## config.mk

```make
export PLATFORM = sky130hd
export DESIGN_NAME = hand_gesture_template_matcher
export DESIGN_NICKNAME = d
export VERILOG_FILES = /design/src/hw/rtl/hgtm_pkg.sv /design/src/hw/rtl/hgtm_apb_regs.sv /design/src/hw/rtl/hgtm_match.sv /design/src/hw/rtl/hand_gesture_template_matcher.sv
export SDC_FILE = /design/constraint.sdc
export NUM_CORES = 1
export LEC_CHECK = 0
export BUFFER_PORTS_ARGS = -buffer_cell sky130_fd_sc_hd__buf_4
export CAP_MARGIN = 25
export CORE_MARGIN = 2
export CORE_UTILIZATION = 50
export DETAILED_ROUTE_END_ITERATION = 6
export PLACE_DENSITY = 0.74
export SETUP_SLACK_MARGIN = 0.05
export SLEW_MARGIN = 10
export SYNTH_ARGS = -nofsm -noshare
export SYNTH_HDL_FRONTEND = slang
export SYNTH_SLANG_ARGS = --single-unit
```

## constraint.sdc

```tcl
create_clock -name clk -period 4.1 [get_ports clk]
set_clock_uncertainty 0.05 [all_clocks]
set_input_delay 0.82 -clock clk [delete_from_list [all_inputs] [get_ports clk]]
set_output_delay 0.82 -clock clk [all_outputs]
set_load 0.02 [all_outputs]
```

## src/hw/rtl/hgtm_pkg.sv

```systemverilog
package hgtm_pkg;

	localparam int NUM_FINGERS = 5;
	localparam int READING_W = 12;
	localparam int ANGLE_W = 13;
	localparam int ID_W = 4;
	localparam int ROM_SIZE = 9;
	localparam int TEMPLATE_COUNT_DEF = 9;
	localparam int APB_ADDR_W = 5;
	localparam int APB_DATA_W = 32;
	localparam int REG_IDX_W = 3;

	localparam logic [READING_W-1:0] MID_RESET = 12'd2048;
	localparam logic [ID_W-1:0] NONE_ANNOUNCED = 4'd15;

	localparam logic [REG_IDX_W-1:0] REG_MID_THUMB = 3'd0;
	localparam logic [REG_IDX_W-1:0] REG_MID_INDEX = 3'd1;
	localparam logic [REG_IDX_W-1:0] REG_MID_MIDDLE = 3'd2;
	localparam logic [REG_IDX_W-1:0] REG_MID_RING = 3'd3;
	localparam logic [REG_IDX_W-1:0] REG_MID_PINKY = 3'd4;

	typedef logic [READING_W-1:0] reading_t;
	typedef logic signed [ANGLE_W-1:0] angle_t;
	typedef reading_t [NUM_FINGERS-1:0] finger_vec_t;

	typedef enum logic [ID_W-1:0] {
		GEST_OK = 4'd0,
		GEST_FIST = 4'd1,
		GEST_IDLE = 4'd2,
		GEST_ONE = 4'd3,
		GEST_TWO = 4'd4,
		GEST_THREE = 4'd5,
		GEST_ZERO = 4'd6,
		GEST_VICTORY = 4'd7,
		GEST_HI = 4'd8
	} gesture_e;

	typedef enum logic [1:0] {F_STRAIGHT, F_BENT, F_ANY} finger_want_e;
	typedef enum logic [1:0] {T_CLOSE, T_APART, T_EACH} touch_want_e;
	typedef enum logic [1:0] {ANG_A, ANG_B, ANG_C} ang_kind_e;

	typedef finger_want_e [NUM_FINGERS-1:0] finger_set_t;

	typedef struct packed {
		finger_set_t finger;
		touch_want_e [1:0] touch;
		ang_kind_e ang;
	} tmpl_t;

	typedef struct packed {
		angle_t [1:0] roll_lo;
		angle_t [1:0] roll_hi;
		angle_t [1:0] pitch_lo;
		angle_t [1:0] pitch_hi;
	} ang_set_t;

	typedef struct packed {
		logic hit;
		logic [ID_W-1:0] id;
	} match_res_t;

	// limits in 1/16 degree
	function automatic ang_set_t ang_set(input ang_kind_e k);
		ang_set_t s;
		case (k)
			ANG_A: begin
				s.roll_lo = {-13'sd1440, -13'sd1440};
				s.roll_hi = {-13'sd400, -13'sd400};
				s.pitch_lo = {-13'sd1440, -13'sd1440};
				s.pitch_hi = {13'sd960, 13'sd960};
			end
			ANG_B: begin
				s.roll_lo = {-13'sd2560, 13'sd2080};
				s.roll_hi = {13'sd0, 13'sd3040};
				s.pitch_lo = {-13'sd3040, 13'sd2400};
				s.pitch_hi = {-13'sd2400, 13'sd3040};
			end
			default: begin
				s.roll_lo = {-13'sd2400, -13'sd2400};
				s.roll_hi = {13'sd2400, 13'sd2400};
				s.pitch_lo = {-13'sd1920, -13'sd1920};
				s.pitch_hi = {-13'sd1440, -13'sd1440};
			end
		endcase
		return s;
	endfunction

	function automatic finger_set_t fingers(input finger_want_e th, ix, md, rg, pk);
		finger_set_t f;
		f[0] = th;
		f[1] = ix;
		f[2] = md;
		f[3] = rg;
		f[4] = pk;
		return f;
	endfunction

	function automatic tmpl_t tmpl_rom(input logic [ID_W-1:0] idx);
		tmpl_t t;
		t.touch = {T_EACH, T_EACH};
		t.ang = ANG_B;
		case (idx)
			GEST_OK: begin
				t.finger = fingers(F_STRAIGHT, F_BENT, F_BENT, F_BENT, F_BENT);
				t.ang = ANG_A;
			end
			GEST_FIST: t.finger = fingers(F_BENT, F_BENT, F_BENT, F_BENT, F_BENT);
			GEST_IDLE: t.finger = fingers(F_STRAIGHT, F_STRAIGHT, F_STRAIGHT, F_STRAIGHT,
				F_STRAIGHT);
			GEST_ONE: t.finger = fingers(F_STRAIGHT, F_BENT, F_BENT, F_BENT, F_BENT);
			GEST_TWO: t.finger = fingers(F_STRAIGHT, F_STRAIGHT, F_BENT, F_BENT, F_BENT);
			GEST_THREE: t.finger = fingers(F_STRAIGHT, F_STRAIGHT, F_STRAIGHT, F_BENT, F_BENT);
			GEST_ZERO: begin
				t.finger = fingers(F_BENT, F_BENT, F_STRAIGHT, F_STRAIGHT, F_STRAIGHT);
				t.touch = {T_APART, T_CLOSE};
				t.ang = ANG_A;
			end
			GEST_VICTORY: begin
				t.finger = fingers(F_BENT, F_STRAIGHT, F_STRAIGHT, F_BENT, F_BENT);
				t.ang = ANG_C;
			end
			GEST_HI: begin
				t.finger = fingers(F_STRAIGHT, F_STRAIGHT, F_STRAIGHT, F_STRAIGHT, F_STRAIGHT);
				t.ang = ANG_C;
			end
			default: begin
				t.finger = fingers(F_ANY, F_ANY, F_ANY, F_ANY, F_ANY);
				t.ang = ANG_C;
			end
		endcase
		return t;
	endfunction

endpackage

```

## src/hw/rtl/hgtm_apb_regs.sv

```systemverilog
module hgtm_apb_regs
	import hgtm_pkg::*;
(
	input logic clk,
	input logic arst_n,
	input logic psel,
	input logic penable,
	input logic pwrite,
	input logic [APB_ADDR_W-1:0] paddr,
	input logic [APB_DATA_W-1:0] pwdata,
	output logic [APB_DATA_W-1:0] prdata,
	output logic pready,
	output finger_vec_t mid
);

	finger_vec_t mid_q;
	logic [REG_IDX_W-1:0] idx;
	logic wr;

	assign idx = paddr[APB_ADDR_W-1:2];
	assign wr = psel & penable & pwrite;
	assign pready = 1'b1;
	assign mid = mid_q;

	always_ff @(posedge clk or negedge arst_n) begin
		if (!arst_n) begin
			for (int k = 0; k < NUM_FINGERS; k++) mid_q[k] <= MID_RESET;
		end else if (wr) begin
			for (int k = 0; k < NUM_FINGERS; k++) begin
				if (idx == REG_IDX_W'(k)) mid_q[k] <= pwdata[READING_W-1:0];
			end
		end
	end

	always_comb begin
		prdata = '0;
		case (idx)
			REG_MID_THUMB: prdata[READING_W-1:0] = mid_q[0];
			REG_MID_INDEX: prdata[READING_W-1:0] = mid_q[1];
			REG_MID_MIDDLE: prdata[READING_W-1:0] = mid_q[2];
			REG_MID_RING: prdata[READING_W-1:0] = mid_q[3];
			REG_MID_PINKY: prdata[READING_W-1:0] = mid_q[4];
			default: prdata = '0;
		endcase
	end

endmodule

```

## src/hw/rtl/hgtm_match.sv

```systemverilog
module hgtm_match
	import hgtm_pkg::*;
#(
	parameter int TEMPLATE_COUNT = TEMPLATE_COUNT_DEF
) (
	input finger_vec_t flex,
	input finger_vec_t mid,
	input logic touch_index,
	input logic touch_middle,
	input angle_t roll_angle,
	input angle_t pitch_angle,
	output match_res_t res
);

	localparam int LANES = (TEMPLATE_COUNT < ROM_SIZE) ? TEMPLATE_COUNT : ROM_SIZE;

	logic [LANES-1:0] hit;

	function automatic logic finger_ok(input reading_t r, input finger_want_e w,
		input reading_t m);
		logic ok;
		case (w)
			F_STRAIGHT: ok = (r >= m);
			F_BENT: ok = (r < m);
			default: ok = 1'b1;
		endcase
		return ok;
	endfunction

	function automatic logic touch_ok(input logic b, input touch_want_e w);
		logic ok;
		case (w)
			T_CLOSE: ok = b;
			T_APART: ok = ~b;
			default: ok = 1'b1;
		endcase
		return ok;
	endfunction

	function automatic logic in_span(input angle_t v, input angle_t lo, input angle_t hi);
		return (v >= lo) && (v <= hi);
	endfunction

	for (genvar g = 0; g < LANES; g++) begin : g_lane
		tmpl_t t;
		ang_set_t a;
		logic [NUM_FINGERS-1:0] f_ok;
		logic roll_ok;
		logic pitch_ok;

		assign t = tmpl_rom(ID_W'(g));
		assign a = ang_set(t.ang);

		for (genvar f = 0; f < NUM_FINGERS; f++) begin : g_finger
			assign f_ok[f] = finger_ok(flex[f], t.finger[f], mid[f]);
		end

		assign roll_ok = in_span(roll_angle, a.roll_lo[0], a.roll_hi[0])
			|| in_span(roll_angle, a.roll_lo[1], a.roll_hi[1]);
		assign pitch_ok = in_span(pitch_angle, a.pitch_lo[0], a.pitch_hi[0])
			|| in_span(pitch_angle, a.pitch_lo[1], a.pitch_hi[1]);

		assign hit[g] = (&f_ok) && touch_ok(touch_index, t.touch[0])
			&& touch_ok(touch_middle, t.touch[1]) && roll_ok && pitch_ok;
	end

	// lowest template wins
	always_comb begin
		res.hit = 1'b0;
		res.id = '0;
		for (int k = LANES - 1; k >= 0; k--) begin
			if (hit[k]) begin
				res.hit = 1'b1;
				res.id = ID_W'(k);
			end
		end
	end

endmodule

```

## src/hw/rtl/hand_gesture_template_matcher.sv

```systemverilog
// channel  | direction | handshake                   | payload
// sample   | in        | sample_valid / sample_ready | flex_*, touch_*, roll_angle, pitch_angle
// result   | out       | result_valid / result_ready | matched, gesture_id, announce
// config   | in        | APB psel/penable/pwrite     | mid_* at paddr 4*i
//
// One sample per cycle while result_ready does not stall; an accepted sample passes
// through the input register, then compare/priority logic into the result register.
// Reset clears valids and the last announced gesture (none) and loads 2048
// into the mid values.
// A stall on result_ready holds both stages; sample_ready drops only when
// the input stage is full and cannot advance.
module hand_gesture_template_matcher
	import hgtm_pkg::*;
#(
	parameter int TEMPLATE_COUNT = TEMPLATE_COUNT_DEF
) (
	input logic clk,
	input logic arst_n,

	input logic sample_valid,
	output logic sample_ready,
	input logic [READING_W-1:0] flex_thumb,
	input logic [READING_W-1:0] flex_index,
	input logic [READING_W-1:0] flex_middle,
	input logic [READING_W-1:0] flex_ring,
	input logic [READING_W-1:0] flex_pinky,
	input logic touch_index,
	input logic touch_middle,
	input logic signed [ANGLE_W-1:0] roll_angle,
	input logic signed [ANGLE_W-1:0] pitch_angle,

	output logic result_valid,
	input logic result_ready,
	output logic matched,
	output logic [ID_W-1:0] gesture_id,
	output logic announce,

	input logic psel,
	input logic penable,
	input logic pwrite,
	input logic [APB_ADDR_W-1:0] paddr,
	input logic [APB_DATA_W-1:0] pwdata,
	output logic [APB_DATA_W-1:0] prdata,
	output logic pready
);

	finger_vec_t mid;
	finger_vec_t flex_s1;
	logic touch_index_s1;
	logic touch_middle_s1;
	angle_t roll_s1;
	angle_t pitch_s1;
	logic valid_s1;

	logic valid_s2;
	logic matched_s2;
	logic [ID_W-1:0] gesture_id_s2;
	logic announce_s2;
	logic [ID_W-1:0] last_q;

	match_res_t res;
	logic advance;
	logic new_gesture;

	hgtm_apb_regs u_regs (
		.clk(clk),
		.arst_n(arst_n),
		.psel(psel),
		.penable(penable),
		.pwrite(pwrite),
		.paddr(paddr),
		.pwdata(pwdata),
		.prdata(prdata),
		.pready(pready),
		.mid(mid)
	);

	hgtm_match #(
		.TEMPLATE_COUNT(TEMPLATE_COUNT)
	) u_match (
		.flex(flex_s1),
		.mid(mid),
		.touch_index(touch_index_s1),
		.touch_middle(touch_middle_s1),
		.roll_angle(roll_s1),
		.pitch_angle(pitch_s1),
		.res(res)
	);

	assign advance = ~valid_s2 | result_ready;
	assign sample_ready = ~valid_s1 | advance;
	assign new_gesture = res.hit && (res.id != last_q);

	always_ff @(posedge clk or negedge arst_n) begin
		if (!arst_n) begin
			valid_s1 <= 1'b0;
		end else if (sample_ready) begin
			valid_s1 <= sample_valid;
		end
	end

	always_ff @(posedge clk) begin
		if (sample_ready && sample_valid) begin
			flex_s1 <= {flex_pinky, flex_ring, flex_middle, flex_index, flex_thumb};
			touch_index_s1 <= touch_index;
			touch_middle_s1 <= touch_middle;
			roll_s1 <= roll_angle;
			pitch_s1 <= pitch_angle;
		end
	end

	always_ff @(posedge clk or negedge arst_n) begin
		if (!arst_n) begin
			valid_s2 <= 1'b0;
			last_q <= NONE_ANNOUNCED;
		end else if (advance) begin
			valid_s2 <= valid_s1;
			if (valid_s1 && new_gesture) last_q <= res.id;
		end
	end

	always_ff @(posedge clk) begin
		if (advance && valid_s1) begin
			matched_s2 <= res.hit;
			gesture_id_s2 <= res.id;
			announce_s2 <= new_gesture;
		end
	end

	assign result_valid = valid_s2;
	assign matched = matched_s2;
	assign gesture_id = gesture_id_s2;
	assign announce = announce_s2;

endmodule
```

**Word-level counts from Yosys, hierarchy flattened**

Cells that the tools add are included.

- Flip-flop bits (word level): 160
- Bits in latches: 0
- Bits in writable memories: 0
- ROM bits: 0
- Input port bits: 132
- Output and inout port bits: 41
- Memories kept: 0

- Add/subtract/negate cells: 0
- Multipliers: 0
- Divide/modulo/power cells: 0
- $lt $le $gt $ge: 26
- Equality and inequality tests: 5
- Shift-type cells: 0
- Mux-type cells: 10
- Bitwise gates (word level): 7
- Reduce and logical (&&, ||, !) cells: 48

Operator list:

| kind | number |
|---|---|
| >= comparator 13 bit (second input constant) | 5 |
| >= comparator 12 bit | 5 |
| less-than comparator 12 bit | 5 |
| one-hot mux 12 bit (5 select lines) | 1 |
| less-or-equal comparator 13 bit (second input constant) | 4 |
| 2-to-1 mux 5 bit | 9 |
| >= comparator 13 x 12 -> 1 bit (second input constant) | 3 |
| AND reduction 5 bit | 7 |
| logical AND 1 bit | 32 |
| less-or-equal comparator 13 x 1 -> 1 bit (second input constant) | 1 |
| less-or-equal comparator 13 x 10 -> 1 bit (second input constant) | 1 |
| less-or-equal comparator 13 x 11 -> 1 bit (second input constant) | 1 |
| less-or-equal comparator 13 x 12 -> 1 bit (second input constant) | 1 |
| AND reduction 2 bit | 6 |
| == test 3 x 2 -> 1 bit (second input constant) | 2 |
| != test 4 bit | 1 |
| == test 3 x 1 -> 1 bit (second input constant) | 1 |
| == test 3 bit (second input constant) | 1 |
| zero test 3 bit | 1 |
| inverter 1 bit | 3 |
| bitwise AND 1 bit | 2 |
| logical OR 1 bit | 2 |
| OR 1 bit | 2 |

**Longest topological paths before layout**

- Word-level depth: 17
- Mapped depth: 12
- Depth with buffers taken out: 12

**Modules after synthesis**

From an unflattened synthesis, not the netlist that was laid out.

- Cells, all modules: 636
- Area, all modules: 8179.1 µm²

Modules (own cells, without submodules):

| module | instances | cells an instance | area each (µm²) | seq. area each (µm²) |
|---|---|---|---|---|
| hand_gesture_template_matcher | 1 | 117 | 3155.5 | 2977.9 |
| hgtm_apb_regs | 1 | 219 | 2925.3 | 1507.7 |
| hgtm_match | 1 | 300 | 2098.3 | 0.0 |

**Least setup slack after synthesis**

Ideal clock, no wire load.

- Path type: input to register
- Start: in result_ready
- End: reg flex_s1[0] (netlist name), enable pin
- Arrival time: 3.166 ns
- Path slack: 0.428 ns
- Stages on the path: 2
- Cell sequence: nand3b_1 > and2_1

- Cells in the longest elaborated chain, start to end: 3

RTL lines:

| item | line | source |
|---|---|---|
| start, declared | hand_gesture_template_matcher.sv:33 | `input logic result_ready,` |
| OR 1 bit | hand_gesture_template_matcher.sv:90 | `assign advance = ~valid_s2 \| result_ready;` |
| OR 1 bit | hand_gesture_template_matcher.sv:91 | `assign sample_ready = ~valid_s1 \| advance;` |
| logical AND 1 bit | hand_gesture_template_matcher.sv:103 | `if (sample_ready && sample_valid) begin` |
| end signal, assigned | hand_gesture_template_matcher.sv:104 | `flex_s1 <= {flex_pinky, flex_ring, flex_middle, flex_index, flex_thumb};` |
| end, declared | hand_gesture_template_matcher.sv:48 | `finger_vec_t flex_s1;` |

No other way between the ends.
A chain may end at the register's enable or synchronous reset.

**Final worst setup path**

- Start: reg u_regs.mid_q, in the netlist u_regs.mid[35]
- End: reg last_q[1]

- Cells in the longest elaborated chain, start to end: 17
- Elaborated cells on any way between the ends: 42

RTL lines:

| item | line | source |
|---|---|---|
| start, declared | hgtm_apb_regs.sv:16 | `finger_vec_t mid_q;` |
| start signal, assigned by index | hgtm_apb_regs.sv:30 | `if (idx == REG_IDX_W'(k)) mid_q[k] <= pwdata[READING_W-1:0];` |
| >= comparator 12 bit | -- |  |
| AND reduction 5 bit | hgtm_match.sv:63 | `assign hit[g] = (&f_ok) && touch_ok(touch_index, t.touch[0])` |
| logical AND 1 bit, on equally long branches | hgtm_match.sv:64, hgtm_match.sv:63 |  |
| logical AND 1 bit | hgtm_match.sv:64 | `&& touch_ok(touch_middle, t.touch[1]) && roll_ok && pitch_ok;` |
| 2-to-1 mux 5 bit / logical AND 1 bit (equally long branches) (2 in series) | hgtm_match.sv:72, hgtm_match.sv:64 |  |
| 2-to-1 mux 5 bit (6 in series) | hgtm_match.sv:72 | `if (hit[k]) begin` |
| 2-to-1 mux 5 bit * | hgtm_match.sv:72 |  |
| != test 4 bit | hand_gesture_template_matcher.sv:92 | `assign new_gesture = res.hit && (res.id != last_q);` |
| logical AND 1 bit | hand_gesture_template_matcher.sv:92 |  |
| logical AND 1 bit | hand_gesture_template_matcher.sv:118 | `if (valid_s1 && new_gesture) last_q <= res.id;` |
| AND reduction 2 bit (no source line) | -- |  |
| end signal, assigned | hand_gesture_template_matcher.sv:118 |  |
| end, declared | hand_gesture_template_matcher.sv:59 | `logic [ID_W-1:0] last_q;` |

Mark *: on every way between the ends. The rest lies on a longest branch, timed or not.

==> flow_metrics.env <==
export IMPL_worstRegToRegCells=12
export IMPL_flop_to_flop_setup_slack_ps=350
export IMPL_clock_root_buffer="sky130_fd_sc_hd__clkbuf_16"
export IMPL_grt_remaining_overflow=0
export IMPL_r2r_start="u_regs.mid[35]"
export IMPL_critPathMaxFanout=3
export IMPL_post_synth_inst_count=689
export IMPL_htreeDepth=4
export IMPL_globalRouteTotalUtil_pct=22.60
export IMPL_flow_area_growth_from_synthesis_pct=21.42
export IMPL_netlist_top_cells_area="sky130_fd_sc_hd__edfxtp_1 (35%), sky130_fd_sc_hd__dfrtp_1 (18%), sky130_fd_sc_hd__ha_1 (9.2%)"
export IMPL_postLayoutCellArea_sq_mm=0.009887
export IMPL_dieHeight_um=131.6
export IMPL_tritoncts_clock_tree="done"
export IMPL_crit_start="u_regs.mid[35]"
export IMPL_cap_viol_max_count=0
export IMPL_placement_rows=46
export IMPL_grt_setup_unrepaired="false"
export IMPL_postCtsHoldBufs=0
export IMPL_fin_tns_setup_ps=0
export IMPL_final_nets=1013
export IMPL_hpwl_um=14370
export IMPL_insertedDiodeCount=0
export IMPL_first_global_vias=5701
export IMPL_highest_signal_layer_in_the_routed_design="met4"
export IMPL_clk_path_buf_depth=2
export IMPL_result_of_the_run="complete, no violations"
export IMPL_fmax_ghz=0.2669
export IMPL_syn_avg_cell_area_sq_um=11.82
export IMPL_tritoncts_buffer_count=17
export IMPL_critical_path_slowest_cell="sky130_fd_sc_hd__dfstp_2"
export IMPL_ys_seq_elements=160
export IMPL_mostFrequentLayoutCell="sky130_fd_sc_hd__buf_4"
export IMPL_placedInstanceArea_sq_mm=0.009255
export IMPL_yosysTopAreaCellShare_pct=34.67
export IMPL_crit_path_cell_trace="inv_1, ha_1, nand4_1, nor3_1, o21ai_0, o21bai_1, o221ai_1, or2_2, a21boi_0, o2111a_1, nor2_2, mux2_2"
export IMPL_met3WireLength_um=991
export IMPL_routabilityCongestion=0.9286
export IMPL_critPathMaxStageDelay_ps=530
export IMPL_die_width_um=131.6
export IMPL_count_of_flip_flops_with_a_built_in_enable_after_synthesis=94
export IMPL_top_level_i_o_count=173
export IMPL_post_synth_num_cell_types=67
export IMPL_required_ps=4420
export IMPL_port_buffers=129
export IMPL_crit_path_end="last_q[1]"
export IMPL_vias_per_cell=5.466
export IMPL_post_cts_setup_buffers=0
export IMPL_async_reset_ff_share_pct=41.25
export IMPL_worst_pin_slew_ps=836.1
export IMPL_power_density_over_cell_area_mw_per_mm2=466.8
export IMPL_synth_seq_area_share_pct=55.09
export IMPL_sort_of_element_at_the_start_of_the_critical_path="flop"
export IMPL_critPathCaptureType="flop"
export IMPL_finalCriticalPeriod_ps=3747
export IMPL_crit_family="compound AO/OA/AOI/OAI gates"
export IMPL_power_ir_vdd_worst_uv=398.1
export IMPL_layout_drive_gt1_share_pct=27.22
export IMPL_dominant_register_cell_in_the_synthesized_netlist="sky130_fd_sc_hd__edfxtp_1"
export IMPL_post_synth_instance_area_sq_mm=0.008143
export IMPL_power_leakage_uw=0.004287
export IMPL_initial_core_util_pct=51.26
export IMPL_final_hold_viol_count=0
export IMPL_clock_latency_ps=430
export IMPL_final_cell_mix="sky130_fd_sc_hd__buf_4 (131), sky130_fd_sc_hd__edfxtp_1 (94), sky130_fd_sc_hd__inv_1 (70)"
export IMPL_route_detailed_drc=0
export IMPL_top_cell_type_by_total_area_after_synthesis="sky130_fd_sc_hd__edfxtp_1"
export IMPL_floorplan_core_area_sq_mm=0.01589
export IMPL_detailed_route_wire_length_per_cell_um=18.22
export IMPL_detailedRoute_firstIterationViolations=458
export IMPL_maximum_number_of_pins_on_one_net_before_global_route_repair=89
export IMPL_timing_max_transition_violations_final=0
export IMPL_critPathBufInv=1
export IMPL_timing_critical_path_depth=12
export IMPL_clkSlewWorstSetupHoldPaths_ps=70
export IMPL_number_of_antenna_violations_at_the_first_check_in_global_routing=0
export IMPL_relSlewSlack_pct=44.26
export IMPL_grt_pass1_wl_um=30140
export IMPL_layout_worst_path_cycle_share_pct=91.40
export IMPL_critical_path_arrival_ps=4060
export IMPL_worst_hold_path_type="input pin to asynchronous set/reset pin"
export IMPL_worst_setup_path_type="flop to flop"
export IMPL_clock_sink_count=160
export IMPL_setup_violations=0
export IMPL_via_count=5739
export IMPL_postRouteWirelength_um=19130
export IMPL_ctsResizeCount=0
export IMPL_synthesis_yosys_warnings=0
export IMPL_floorplan_die_area_sq_mm=0.01732
export IMPL_met1_length_um=8455
export IMPL_detail_route_antenna_nets=0
export IMPL_r2r_end="last_q[1]"
export IMPL_wl_met2_um=9455
export IMPL_drt_first_pass_iters=5
-- layout make-up --
type	count	area (sq um)
Clock buffer	17	425.4
Fill cell	1270	5998
Tap cell	216	270.3
Multi-Input combinational cell	440	3253
Clock inverter	15	178.9
Inverter	70	262.8
Sequential cell	160	4486
Timing Repair Buffer	132	1011
-- worst register-to-register path, stage by stage (launching register included) --
cell                       delay [ps]
sky130_fd_sc_hd__dfstp_2          530
sky130_fd_sc_hd__inv_1             60
sky130_fd_sc_hd__ha_1             300
sky130_fd_sc_hd__nand4_1          130
sky130_fd_sc_hd__nor3_1           330
sky130_fd_sc_hd__o21ai_0          190
sky130_fd_sc_hd__o21bai_1         330
sky130_fd_sc_hd__o221ai_1         330
sky130_fd_sc_hd__or2_2            410
sky130_fd_sc_hd__a21boi_0         150
sky130_fd_sc_hd__o2111a_1         340
sky130_fd_sc_hd__nor2_2           190
sky130_fd_sc_hd__mux2_2           360
-- per-stage QoR --
step	total power (uW)	hold WS, ps	setup WS [ps]	instances	utilization [%]
global placement	2967	422.1	542.2	1017	58.26
global route	4841	480.0	243.3	1050	62.24
floorplan	2669	407.2	427.5	708	-
CTS	4640	468.1	419.2	1049	62.07
detailed placement	3029	452.0	438.1	1017	58.26
finish	4616	422.6	352.8	1050	62.24
-- report_power, final --
part | internal, uW | switching [uW] | total, uW
clock | 918 | 687 | 1610
sequential | 1920 | 145 | 2060
combinational | 419 | 527 | 946
-- worst min-delay path by stage --
| stage | slack (ps) | cells after the start | endpoint |
|---|---|---|---|
| floorplan | 410 | 1 | result_valid |
| global placement | 420 | 1 | result_valid |
| detailed placement | 450 | 1 | result_valid |
| CTS | 470 | 1 | u_regs.mid[20] |
| global route | 480 | 1 | last_q[3] |
| finish | 420 | 1 | u_regs.mid[16] |
-- synthesized netlist by cell type (4+ instances only) --
master	instances
sky130_fd_sc_hd__a211o_1	4
sky130_fd_sc_hd__ha_1	60
sky130_fd_sc_hd__nor2b_1	5
sky130_fd_sc_hd__dfstp_2	9
sky130_fd_sc_hd__or3_1	4
sky130_fd_sc_hd__a211oi_1	8
sky130_fd_sc_hd__nor2_1	29
sky130_fd_sc_hd__a21o_1	9
sky130_fd_sc_hd__o22ai_1	12
sky130_fd_sc_hd__a21oi_1	41
sky130_fd_sc_hd__nand3_1	9
sky130_fd_sc_hd__edfxtp_1	94
sky130_fd_sc_hd__xnor2_1	4
sky130_fd_sc_hd__o21ai_0	32
sky130_fd_sc_hd__nand2b_1	10
sky130_fd_sc_hd__nand2_1	52
sky130_fd_sc_hd__clkbuf_1	14
sky130_fd_sc_hd__mux2i_1	23
sky130_fd_sc_hd__mux2_2	41
sky130_fd_sc_hd__nor3_1	7
sky130_fd_sc_hd__buf_4	21
sky130_fd_sc_hd__dfrtp_1	57
sky130_fd_sc_hd__inv_1	70
sky130_fd_sc_hd__nand4_1	12
-- sequential cells by signal, indices dropped and copies added, names as in the netlist --
| name | flops |
|---|---|
| matched | 1 |
| u_regs.mid | 60 |
| touch_index_s1 | 1 |
| announce | 1 |
| flex_s1 | 60 |
| valid_s1 | 1 |
| pitch_s1 | 13 |
| last_q | 4 |
| gesture_id | 4 |
| result_valid | 1 |
| roll_s1 | 13 |
| touch_middle_s1 | 1 |
-- cells by family after synthesis --
logic type / Yosys count / share of synthesized area, %
adders and majority gates: 60 / 9.219
muxes: 65 / 8.774
AOI/OAI and AO/OA: 142 / 11.45
other: 2 / 0.09223
DFF: 160 / 55.09
buffers and inverters: 108 / 5.946
and+or+nand+nor: 148 / 9.004
xor gates and xnor gates: 4 / 0.4302
-- routing by layer --
layer  up-vias  track usage [%]
met5         -                0
met4         0            6.280
met3        20            4.784
met2       197            38.22
met1      2795            29.56
li1       2727                -
Note: power is estimated with default switching activity, not from simulation.
